<file path="src/hw/rtl/hmt_pkg.sv">
// ----------------------------------------------------------------------------
// hmt_pkg: shared types and codes of the heartbeat membership table
// Holds the table entry type, command and status codes, register indexes and
// the control word that drives the row of table cells.
// ----------------------------------------------------------------------------
package hmt_pkg;

  typedef struct packed {
    logic [31:0] id;
    logic [15:0] port;
    logic [31:0] hb;
    logic [31:0] stamp;
  } entry_t;

  typedef enum logic [2:0] {
    CMD_INIT   = 3'd0,
    CMD_MERGE  = 3'd1,
    CMD_REPLY  = 3'd2,
    CMD_BEAT   = 3'd3,
    CMD_EXPORT = 3'd4
  } cmd_e;

  typedef enum logic [2:0] {
    ST_DONE      = 3'd0,
    ST_UPDATED   = 3'd1,
    ST_UNCHANGED = 3'd2,
    ST_INSERTED  = 3'd3,
    ST_FULL      = 3'd4,
    ST_NOT_FOUND = 3'd5
  } status_e;

  localparam int unsigned CfgIdxW = 8;
  localparam logic [CfgIdxW-1:0] REG_OWN_ID    = 8'd0;
  localparam logic [CfgIdxW-1:0] REG_OWN_PORT  = 8'd1;
  localparam logic [CfgIdxW-1:0] REG_FAIL_TO   = 8'd2;
  localparam logic [CfgIdxW-1:0] REG_REMOVE_TO = 8'd3;

  // Control word broadcast to every cell.
  typedef struct packed {
    logic shift;  // take the right-hand neighbor's entry
    logic wr;     // the addressed cell takes the write data instead
  } cell_ctrl_t;

endpackage

</file>
<file path="src/hw/rtl/hmt_if.sv">
// ----------------------------------------------------------------------------
// hmt_if: channel interfaces of the heartbeat membership table
// Command channel, result channel and configuration write channel, each with
// valid, ready and its payload.
// ----------------------------------------------------------------------------
interface hmt_in_if;
  logic        valid;
  logic        ready;
  logic [2:0]  cmd;
  logic [31:0] entry_id;
  logic [15:0] entry_port;
  logic [31:0] entry_heartbeat;
  logic [31:0] current_time;
  modport source (output valid, cmd, entry_id, entry_port, entry_heartbeat, current_time,
                  input ready);
  modport sink (input valid, cmd, entry_id, entry_port, entry_heartbeat, current_time,
                output ready);
endinterface

interface hmt_out_if;
  logic        valid;
  logic        ready;
  logic [31:0] out_id;
  logic [15:0] out_port;
  logic [31:0] out_heartbeat;
  logic [2:0]  status;
  logic        last_result;
  modport source (output valid, out_id, out_port, out_heartbeat, status, last_result,
                  input ready);
  modport sink (input valid, out_id, out_port, out_heartbeat, status, last_result,
                output ready);
endinterface

interface hmt_cfg_if;
  logic        valid;
  logic        ready;
  logic [7:0]  index;
  logic [31:0] data;
  modport source (output valid, index, data, input ready);
  modport sink (input valid, index, data, output ready);
endinterface

</file>
<file path="src/hw/rtl/hmt_cell.sv">
// ----------------------------------------------------------------------------
// hmt_cell: one slot of the membership table
// Holds one entry; each cycle it keeps it, takes its neighbor's entry, or
// takes the write data when it is the addressed cell.
// ----------------------------------------------------------------------------
module hmt_cell #(
  parameter int unsigned CntW = 5,
  parameter int unsigned Idx  = 0
) (
  input  logic                clk_i,
  input  hmt_pkg::cell_ctrl_t ctrl_i,
  input  logic [CntW-1:0]     idx_i,
  input  hmt_pkg::entry_t     wr_data_i,
  input  hmt_pkg::entry_t     nbr_i,
  output hmt_pkg::entry_t     ent_o
);

  hmt_pkg::entry_t ent_q;

  always_ff @(posedge clk_i) begin
    if (ctrl_i.wr && (idx_i == CntW'(Idx))) begin
      ent_q <= wr_data_i;
    end else if (ctrl_i.shift) begin
      ent_q <= nbr_i;
    end
  end

  assign ent_o = ent_q;

endmodule

</file>
<file path="src/hw/rtl/heartbeat_membership_table.sv">
// ----------------------------------------------------------------------------
// heartbeat_membership_table: insertion-ordered gossip membership table
// Row of entry cells walked as a queue by a small command sequencer.
// ----------------------------------------------------------------------------
// The table lives in a row of TABLE_DEPTH cells that behave as a queue: the
// entry at the head cell is inspected, and every step the row shifts one
// place toward the head while the (possibly updated) entry is written back
// behind the last kept entry. Merge, reply, beat and export each walk all
// stored entries this way, then close the walk and hand the result word to
// the output register on the way back to idle; the result channel can stall
// both the walk and the hand-over. Init and unknown commands skip the walk
// and go straight to the hand-over of their single result word. Export
// deletes entries older than remove_timeout as they pass the head, which
// compacts the table in the same walk, and emits one result word per fresh
// entry; the word of an emitted entry is held back until the next one is
// found so that the final word can carry last_result. Only one command word
// is in work at a time; the command channel is ready again once the last
// result word has been moved to the output register. Configuration registers
// are written through their own channel, which is always ready, and should be
// written only while the block is idle.
// ----------------------------------------------------------------------------
module heartbeat_membership_table #(
  parameter int unsigned TABLE_DEPTH = 16
) (
  input logic        clk_i,
  input logic        rst_ni,
  hmt_in_if.sink     in_i,
  hmt_out_if.source  out_o,
  hmt_cfg_if.sink    cfg_i
);

  localparam int unsigned CntW = $clog2(TABLE_DEPTH + 1);

  typedef enum logic [1:0] {
    S_IDLE,
    S_WALK,
    S_END,
    S_FIN
  } state_e;

  // Configuration registers.
  logic [31:0] own_id_q;
  logic [15:0] own_port_q;
  logic [15:0] fail_to_q;
  logic [15:0] remove_to_q;

  assign cfg_i.ready = 1'b1;

  always_ff @(posedge clk_i or negedge rst_ni) begin
    if (!rst_ni) begin
      own_id_q    <= '0;
      own_port_q  <= '0;
      fail_to_q   <= 16'd5;
      remove_to_q <= 16'd20;
    end else if (cfg_i.valid) begin
      case (cfg_i.index)
        hmt_pkg::REG_OWN_ID:    own_id_q    <= cfg_i.data;
        hmt_pkg::REG_OWN_PORT:  own_port_q  <= cfg_i.data[15:0];
        hmt_pkg::REG_FAIL_TO:   fail_to_q   <= cfg_i.data[15:0];
        hmt_pkg::REG_REMOVE_TO: remove_to_q <= cfg_i.data[15:0];
        default: ;
      endcase
    end
  end

  // Sequencer state.
  state_e            state_q;
  hmt_pkg::cmd_e     cmd_q;
  logic [31:0]       id_q;
  logic [15:0]       port_q;
  logic [31:0]       hb_q;
  logic [31:0]       now_q;
  logic [CntW-1:0]   count_q;  // stored entries
  logic [CntW-1:0]   pos_q;    // original slot number of the head entry
  logic [CntW-1:0]   len_q;    // entries still in the queue during a walk
  logic              found_q;
  logic              pend_v_q;
  hmt_pkg::entry_t   pend_q;
  hmt_pkg::status_e  pend_st_q;
  logic              out_v_q;
  logic [31:0]       out_id_q;
  logic [15:0]       out_port_q;
  logic [31:0]       out_hb_q;
  hmt_pkg::status_e  out_st_q;
  logic              out_last_q;

  // Cell row.
  hmt_pkg::entry_t     cells [TABLE_DEPTH];
  hmt_pkg::entry_t     head;
  hmt_pkg::cell_ctrl_t ctrl;
  logic [CntW-1:0]     wr_idx;
  hmt_pkg::entry_t     wr_data;

  for (genvar j = 0; j < TABLE_DEPTH; j++) begin : g_cell
    hmt_pkg::entry_t nbr;
    if (j == TABLE_DEPTH - 1) begin : g_tail
      assign nbr = cells[j];
    end else begin : g_mid
      assign nbr = cells[j+1];
    end
    hmt_cell #(
      .CntW (CntW),
      .Idx  (j)
    ) u_cell (
      .clk_i     (clk_i),
      .ctrl_i    (ctrl),
      .idx_i     (wr_idx),
      .wr_data_i (wr_data),
      .nbr_i     (nbr),
      .ent_o     (cells[j])
    );
  end

  assign head = cells[0];

  logic            in_acc;
  logic            out_free;
  logic            out_load;
  logic            first;
  logic            eq;
  logic [31:0]     age;
  logic [31:0]     hb_inc;
  logic            hit;
  logic            drop;
  logic            emit;
  logic            stall;
  logic            walk_last;
  hmt_pkg::entry_t new_ent;
  hmt_pkg::status_e hit_st;

  assign in_i.ready = (state_q == S_IDLE);
  assign in_acc     = in_i.valid && in_i.ready;
  assign out_free   = !out_v_q || out_o.ready;
  assign first      = (pos_q == '0);
  assign eq         = (head.id == id_q) && (head.port == port_q);
  assign age        = now_q - head.stamp;
  assign hb_inc     = (&head.hb) ? head.hb : head.hb + 32'd1;
  assign walk_last  = ((pos_q + CntW'(1)) == count_q);

  always_comb begin
    hit     = 1'b0;
    drop    = 1'b0;
    emit    = 1'b0;
    hit_st  = hmt_pkg::ST_UPDATED;
    new_ent = head;
    case (cmd_q)
      hmt_pkg::CMD_MERGE: begin
        hit = !found_q && eq;
        if (hit && (hb_q > head.hb)) begin
          new_ent.hb    = hb_q;
          new_ent.stamp = now_q;
        end else begin
          hit_st = hmt_pkg::ST_UNCHANGED;
        end
      end
      hmt_pkg::CMD_REPLY: begin
        hit = !found_q && !first && eq;
        if (hit) begin
          new_ent.hb    = hb_inc;
          new_ent.stamp = now_q;
        end
      end
      hmt_pkg::CMD_BEAT: begin
        hit = first;
        if (first && (count_q > CntW'(1))) begin
          new_ent.hb    = hb_inc;
          new_ent.stamp = now_q;
        end else begin
          hit_st = hmt_pkg::ST_UNCHANGED;
        end
      end
      hmt_pkg::CMD_EXPORT: begin
        // A deleted entry is never emitted, even when fail_timeout is larger.
        drop = !first && (age > {16'd0, remove_to_q});
        emit = first || (!drop && (age <= {16'd0, fail_to_q}));
      end
      default: ;
    endcase
  end

  // An emitted entry must push the held word out first; wait for room.
  assign stall = (state_q == S_WALK) && emit && pend_v_q && !out_free;

  // The output register takes a new word in either of these two cases.
  assign out_load = ((state_q == S_WALK) && !stall && emit && pend_v_q) ||
                    ((state_q == S_FIN) && out_free);

  always_comb begin
    ctrl    = '0;
    wr_idx  = '0;
    wr_data = head;
    case (state_q)
      S_IDLE: begin
        if (in_acc && (in_i.cmd == hmt_pkg::CMD_INIT)) begin
          ctrl.wr = 1'b1;
          wr_data = '{id: own_id_q, port: own_port_q, hb: 32'd0,
                      stamp: in_i.current_time};
        end
      end
      S_WALK: begin
        if (!stall) begin
          ctrl.shift = 1'b1;
          ctrl.wr    = !drop;
          wr_idx     = len_q - CntW'(1);
          wr_data    = new_ent;
        end
      end
      S_END: begin
        if ((cmd_q == hmt_pkg::CMD_MERGE) && !found_q && (count_q < CntW'(TABLE_DEPTH))) begin
          ctrl.wr = 1'b1;
          wr_idx  = count_q;
          wr_data = '{id: id_q, port: port_q, hb: hb_q, stamp: now_q};
        end
      end
      default: ;
    endcase
  end

  always_ff @(posedge clk_i or negedge rst_ni) begin
    if (!rst_ni) begin
      state_q    <= S_IDLE;
      cmd_q      <= hmt_pkg::CMD_INIT;
      count_q    <= '0;
      pos_q      <= '0;
      len_q      <= '0;
      found_q    <= 1'b0;
      pend_v_q   <= 1'b0;
      pend_st_q  <= hmt_pkg::ST_DONE;
      out_v_q    <= 1'b0;
      out_st_q   <= hmt_pkg::ST_DONE;
      out_last_q <= 1'b0;
    end else begin
      if (out_load) begin
        out_v_q <= 1'b1;
      end else if (out_v_q && out_o.ready) begin
        out_v_q <= 1'b0;
      end
      case (state_q)
        S_IDLE: begin
          if (in_acc) begin
            cmd_q    <= hmt_pkg::cmd_e'(in_i.cmd);
            id_q     <= in_i.entry_id;
            port_q   <= in_i.entry_port;
            hb_q     <= in_i.entry_heartbeat;
            now_q    <= in_i.current_time;
            pos_q    <= '0;
            len_q    <= count_q;
            found_q  <= 1'b0;
            pend_v_q <= 1'b0;
            case (in_i.cmd)
              hmt_pkg::CMD_INIT: begin
                count_q   <= CntW'(1);
                pend_q    <= '{id: own_id_q, port: own_port_q, hb: 32'd0,
                               stamp: in_i.current_time};
                pend_st_q <= hmt_pkg::ST_DONE;
                state_q   <= S_FIN;
              end
              hmt_pkg::CMD_MERGE, hmt_pkg::CMD_REPLY,
              hmt_pkg::CMD_BEAT, hmt_pkg::CMD_EXPORT: begin
                state_q <= (count_q == '0) ? S_END : S_WALK;
              end
              default: begin
                pend_q    <= '0;
                pend_st_q <= hmt_pkg::ST_DONE;
                state_q   <= S_FIN;
              end
            endcase
          end
        end
        S_WALK: begin
          if (!stall) begin
            pos_q <= pos_q + CntW'(1);
            if (drop) begin
              len_q <= len_q - CntW'(1);
            end
            if (hit) begin
              found_q   <= 1'b1;
              pend_v_q  <= 1'b1;
              pend_q    <= new_ent;
              pend_st_q <= hit_st;
            end
            if (emit) begin
              if (pend_v_q) begin
                out_id_q   <= pend_q.id;
                out_port_q <= pend_q.port;
                out_hb_q   <= pend_q.hb;
                out_st_q   <= pend_st_q;
                out_last_q <= 1'b0;
              end
              pend_v_q  <= 1'b1;
              pend_q    <= head;
              pend_st_q <= hmt_pkg::ST_DONE;
            end
            if (walk_last) begin
              state_q <= S_END;
            end
          end
        end
        S_END: begin
          state_q <= S_FIN;
          case (cmd_q)
            hmt_pkg::CMD_MERGE: begin
              if (!found_q) begin
                pend_q <= '{id: id_q, port: port_q, hb: hb_q, stamp: now_q};
                if (count_q < CntW'(TABLE_DEPTH)) begin
                  count_q   <= count_q + CntW'(1);
                  pend_st_q <= hmt_pkg::ST_INSERTED;
                end else begin
                  pend_st_q <= hmt_pkg::ST_FULL;
                end
              end
            end
            hmt_pkg::CMD_REPLY: begin
              if (!found_q) begin
                pend_q    <= '{id: id_q, port: port_q, hb: 32'd0, stamp: now_q};
                pend_st_q <= hmt_pkg::ST_NOT_FOUND;
              end
            end
            hmt_pkg::CMD_BEAT: begin
              if (!found_q) begin
                pend_q    <= '0;
                pend_st_q <= hmt_pkg::ST_NOT_FOUND;
              end
            end
            hmt_pkg::CMD_EXPORT: begin
              count_q <= len_q;
              if (!pend_v_q) begin
                pend_q    <= '0;
                pend_st_q <= hmt_pkg::ST_DONE;
              end
            end
            default: ;
          endcase
        end
        S_FIN: begin
          if (out_free) begin
            out_id_q   <= pend_q.id;
            out_port_q <= pend_q.port;
            out_hb_q   <= pend_q.hb;
            out_st_q   <= pend_st_q;
            out_last_q <= 1'b1;
            state_q    <= S_IDLE;
          end
        end
        default: state_q <= S_IDLE;
      endcase
    end
  end

  assign out_o.valid         = out_v_q;
  assign out_o.out_id        = out_id_q;
  assign out_o.out_port      = out_port_q;
  assign out_o.out_heartbeat = out_hb_q;
  assign out_o.status        = out_st_q;
  assign out_o.last_result   = out_last_q;

endmodule

</file>
<file path="src/flat_wrapper.sv">
// flat-port wrapper written by rule: the top's interface ports become plain ports
module heartbeat_membership_table_flat 
#(
  parameter int unsigned TABLE_DEPTH = 16
)
  (clk_i, rst_ni, in_i_valid, in_i_cmd, in_i_entry_id, in_i_entry_port, in_i_entry_heartbeat, in_i_current_time, in_i_ready, out_o_valid, out_o_out_id, out_o_out_port, out_o_out_heartbeat, out_o_status, out_o_last_result, out_o_ready, cfg_i_valid, cfg_i_index, cfg_i_data, cfg_i_ready);
  hmt_in_if in_i_i ();
  hmt_out_if out_o_i ();
  hmt_cfg_if cfg_i_i ();
  input logic clk_i;
  input logic rst_ni;
  input wire logic [$bits(in_i_i.valid)-1:0] in_i_valid;
  input wire logic [$bits(in_i_i.cmd)-1:0] in_i_cmd;
  input wire logic [$bits(in_i_i.entry_id)-1:0] in_i_entry_id;
  input wire logic [$bits(in_i_i.entry_port)-1:0] in_i_entry_port;
  input wire logic [$bits(in_i_i.entry_heartbeat)-1:0] in_i_entry_heartbeat;
  input wire logic [$bits(in_i_i.current_time)-1:0] in_i_current_time;
  output wire logic [$bits(in_i_i.ready)-1:0] in_i_ready;
  output wire logic [$bits(out_o_i.valid)-1:0] out_o_valid;
  output wire logic [$bits(out_o_i.out_id)-1:0] out_o_out_id;
  output wire logic [$bits(out_o_i.out_port)-1:0] out_o_out_port;
  output wire logic [$bits(out_o_i.out_heartbeat)-1:0] out_o_out_heartbeat;
  output wire logic [$bits(out_o_i.status)-1:0] out_o_status;
  output wire logic [$bits(out_o_i.last_result)-1:0] out_o_last_result;
  input wire logic [$bits(out_o_i.ready)-1:0] out_o_ready;
  input wire logic [$bits(cfg_i_i.valid)-1:0] cfg_i_valid;
  input wire logic [$bits(cfg_i_i.index)-1:0] cfg_i_index;
  input wire logic [$bits(cfg_i_i.data)-1:0] cfg_i_data;
  output wire logic [$bits(cfg_i_i.ready)-1:0] cfg_i_ready;
  assign in_i_i.valid = in_i_valid;
  assign in_i_i.cmd = in_i_cmd;
  assign in_i_i.entry_id = in_i_entry_id;
  assign in_i_i.entry_port = in_i_entry_port;
  assign in_i_i.entry_heartbeat = in_i_entry_heartbeat;
  assign in_i_i.current_time = in_i_current_time;
  assign in_i_ready = in_i_i.ready;
  assign out_o_valid = out_o_i.valid;
  assign out_o_out_id = out_o_i.out_id;
  assign out_o_out_port = out_o_i.out_port;
  assign out_o_out_heartbeat = out_o_i.out_heartbeat;
  assign out_o_status = out_o_i.status;
  assign out_o_last_result = out_o_i.last_result;
  assign out_o_i.ready = out_o_ready;
  assign cfg_i_i.valid = cfg_i_valid;
  assign cfg_i_i.index = cfg_i_index;
  assign cfg_i_i.data = cfg_i_data;
  assign cfg_i_ready = cfg_i_i.ready;
  heartbeat_membership_table #(.TABLE_DEPTH(TABLE_DEPTH)) u_core (.clk_i(clk_i), .rst_ni(rst_ni), .in_i(in_i_i), .out_o(out_o_i), .cfg_i(cfg_i_i));
endmodule
</file>
<file path="config.mk">
export PLATFORM = sky130hd
export DESIGN_NAME = heartbeat_membership_table_flat
export DESIGN_NICKNAME = d
export VERILOG_FILES = /design/src/hw/rtl/hmt_pkg.sv /design/src/hw/rtl/hmt_if.sv /design/src/hw/rtl/hmt_cell.sv /design/src/hw/rtl/heartbeat_membership_table.sv /design/src/flat_wrapper.sv
export SDC_FILE = /design/constraint.sdc
export NUM_CORES = 2
export LEC_CHECK = 0
export ABC_AREA = 1
export BUFFER_PORTS_ARGS = -buffer_cell sky130_fd_sc_hd__buf_2
export CORE_UTILIZATION = 55
export CTS_CLUSTER_SIZE = 12
export DETAILED_ROUTE_END_ITERATION = 10
export PLACE_DENSITY = 0.78
export SYNTH_ARGS = -nofsm -noshare
export SYNTH_HDL_FRONTEND = slang
export SYNTH_HIERARCHICAL = 1
export SYNTH_SLANG_ARGS = --single-unit
export TNS_END_PERCENT = 50
</file>
<file path="constraint.sdc">
create_clock -name clk_i -period 23.5 [get_ports clk_i]
set_clock_uncertainty 0.05 [all_clocks]
set_input_delay 1.175 -clock clk_i [delete_from_list [all_inputs] [get_ports clk_i]]
set_output_delay 1.175 -clock clk_i [all_outputs]
set_load 0.01 [all_outputs]
</file>
==> flow_summary.toml <==
[pwr]
max-vdd-ir-drop_v = 0.000168
p_leak_nw = 48.3
power_density_nw_per_um2 = 143

[floorplanning]
fp-row-count = 162
initial_utilization_pct = 55.5
die_y_um = 446
core-area_um2 = 195000
dieWidth_um = 446
io_pins = 247
die_area_um2 = 199000

[clock_network]
clockRootBuffer = "clkbuf_16"
clk_pin_slew_ns = 0.06
h-tree-depth = 4
cts_tree = "built"
cts_buffers = 218
clock-sinks = 2174
post_cts_buffers = 0
cts_hold_buf = 0
clock_path_buffers = 3
clk_latency_ns = 0.86
postCtsResizedCells = 0

[logic_synthesis]
synthArstFlopShare_pct = 5.06
yosysMostFrequentCell = "nand2_1"
syn_area_um2 = 108000
ys.flop_type = "edfxtp_1"
ys_types = 56
yosys-top-cells-area = "edfxtp_1, nand2_1, nand3_1"
synth_cells = 11600
synth_area_per_cell_um2 = 9.32
yosys_warnings = 6
synthTopCellsByCount = "nand2_1, edfxtp_1, nand3_1"
syn-num-nets = 11900
ys_ff_latch = 2174
seq_area_frac_synth_pct = 59.8
synth_top_area_share_pct = 57.2
yosysTopAreaCell = "edfxtp_1"
synth_edf_count = 2064

[critical_path]
worstReg2RegStart = "u_core/now_q[0]"
cp_max_fo = 113
crit_path_frequent_cell = "nand3_1"
required_ns = 23.94
critPathKind = "reg -> reg"
worstPathArrival_ns = 9.44
worst-r2r-setup-slack_ns = 14.49
worstSetupEndpointType = "flip-flop"
slowest_delay_ns = 1.15
startpoint = "u_core/now_q[0]"
startpoint_type = "flip-flop"
cpMaxStageDelayCell = "nand3_4"
cpLargestDelayFamily = "simple AND/OR/NAND/NOR gates"
cp.buffers_inverters = 5

[flow_run]
cap_viol_max_count = 0

[sta]
min_period_ns = 9.01
fin_crit_sh_pct = 38.3
grt_setup_unrepaired = "no"
drv_slew = 0
hold_violations = 0
max_freq_mhz = 111
slew_headroom_pct = 17.8
tightest_slew_ns = 1.23
setup_tns_ns = 0
setup_viol_count_final = 0

[route]
ant_nets = 0
drcViolationCount = 0
drtIter0Drc = 9325
vias = 81700
dr.pass1.iters = 7
via_per_inst = 5.75
detail_route.wl_per_cell_um = 19.0
routed_wl_um = 270000

[global_routing]
track_usage_pct = 26.9
grt_max_degree = 114
grt_pass1_wl_um = 425000
grt_overflow = 0
grt_pass1_vias = 74400
antenna_found_initial = 12

[final_layout]
fin_util_pct = 59.6
area_delta_synth_final_pct = 7.46
layout-drive-gt1-share_pct = 7.29
final_net_count = 11700
design_area_um2 = 116000

[place]
portBuffers = 245
postPlaceCellArea_um2 = 110000
place_congestion = 0.928
dp_hpwl_um = 187000

[outcome]
status = "finished clean"

[hold_path]
hp-class = "in -> async"
## final timing paths
| path | end | cells after the start |
|---|---|---|
| setup / recovery | u_core/g_cell[3].u_cell/ent_o[57] | 32 |
| hold / removal | u_core/own_id_q[8] | 1 |
| setup reg to reg | u_core/g_cell[3].u_cell/ent_o[57] | 32 |
| hold reg to reg | u_core/out_o.out_heartbeat[7] | 0 |
| max in group asynchronous | u_core/remove_to_q[12] | 2 |
| min in group clk_i | u_core/out_o.out_heartbeat[7] | 0 |
## registers in the layout, summed over array words and instances (netlist names), 16 cells and up
register,cells
u_core/hb_q,32
u_core/out_o.out_heartbeat,32
u_core/port_q,16
u_core/remove_to_q,16
u_core/out_o.out_id,32
u_core/g_cell.u_cell/ent_o,1792
u_core/own_port_q,16
u_core/pend_q,80
u_core/fail_to_q,16
u_core/id_q,32
u_core/out_o.out_port,16
u_core/own_id_q,32
u_core/now_q,32
## cells by family (layout without fill, tap and decap cells)
logic type,Yosys count,count (layout),synth area share (%)
simple gates,7299,7299,28.7
flops,2174,2174,59.8
buf+inv,1276,1246,5.97
compound gates,706,706,3.78
fa+ha+maj,108,108,1.25
xor+xnor,45,45,0.364
mux,12,12,0.125
other cells,1,4,0.00346
## routing by layer
layer / part of all wire (%) / GRT usage [%] / up-vias
met3: 9.7 / 4.28 / 443
li1: - / - / 39400
met5: 0.011 / 0 / -
met1: 45 / 40.6 / 38000
met4: 2.8 / 8.50 / 4
met2: 43 / 39.8 / 3848
## layout make-up
type	count	area, µm²
flip-flops and latches	2174	64700
fillers	15800	78800
diodes	3	7.51
multi-input cells	8171	37600
clock buffers	278	5730
clock inverters	75	689
well taps	2624	3280
repair buffers	420	2540
inverters	473	1790
## stage by stage
| stage | setup WS [ns] | std cells | total power, mW | hold WS (ns) |
|---|---|---|---|---|
| floorplan | 15.39 | 11600 | 10.9 | 0.350 |
| global placement | 14.69 | 13900 | 13.1 | 0.353 |
| CTS | 14.51 | 14200 | 16.5 | 0.203 |
| finish | 14.49 | 14200 | 16.6 | 0.247 |
| detailed placement | 14.52 | 13900 | 13.3 | 0.355 |
| global route | 13.69 | 14200 | 17.5 | 0.249 |
## where the power goes
group,internal (mW),leakage (nW),switching (mW)
Clock,1.77,3.10,1.42
Combinational,1.42,24.5,5.42
Sequential,6.09,20.7,0.478
Total,9.28,48.3,7.32
## cells in the final DEF (no fill, tap or decap), types with 209 or more instances in the layout
| cell type | n |
|---|---|
| o21ai_0 | 254 |
| nand2_1 | 4737 |
| clkbuf_16 | 219 |
| inv_1 | 446 |
| buf_2 | 244 |
| edfxtp_1 | 2064 |
| nand4_1 | 386 |
| a21oi_1 | 247 |
| nor2_1 | 209 |
| nand3_1 | 1758 |
Power figures use the tool's default switching activity.
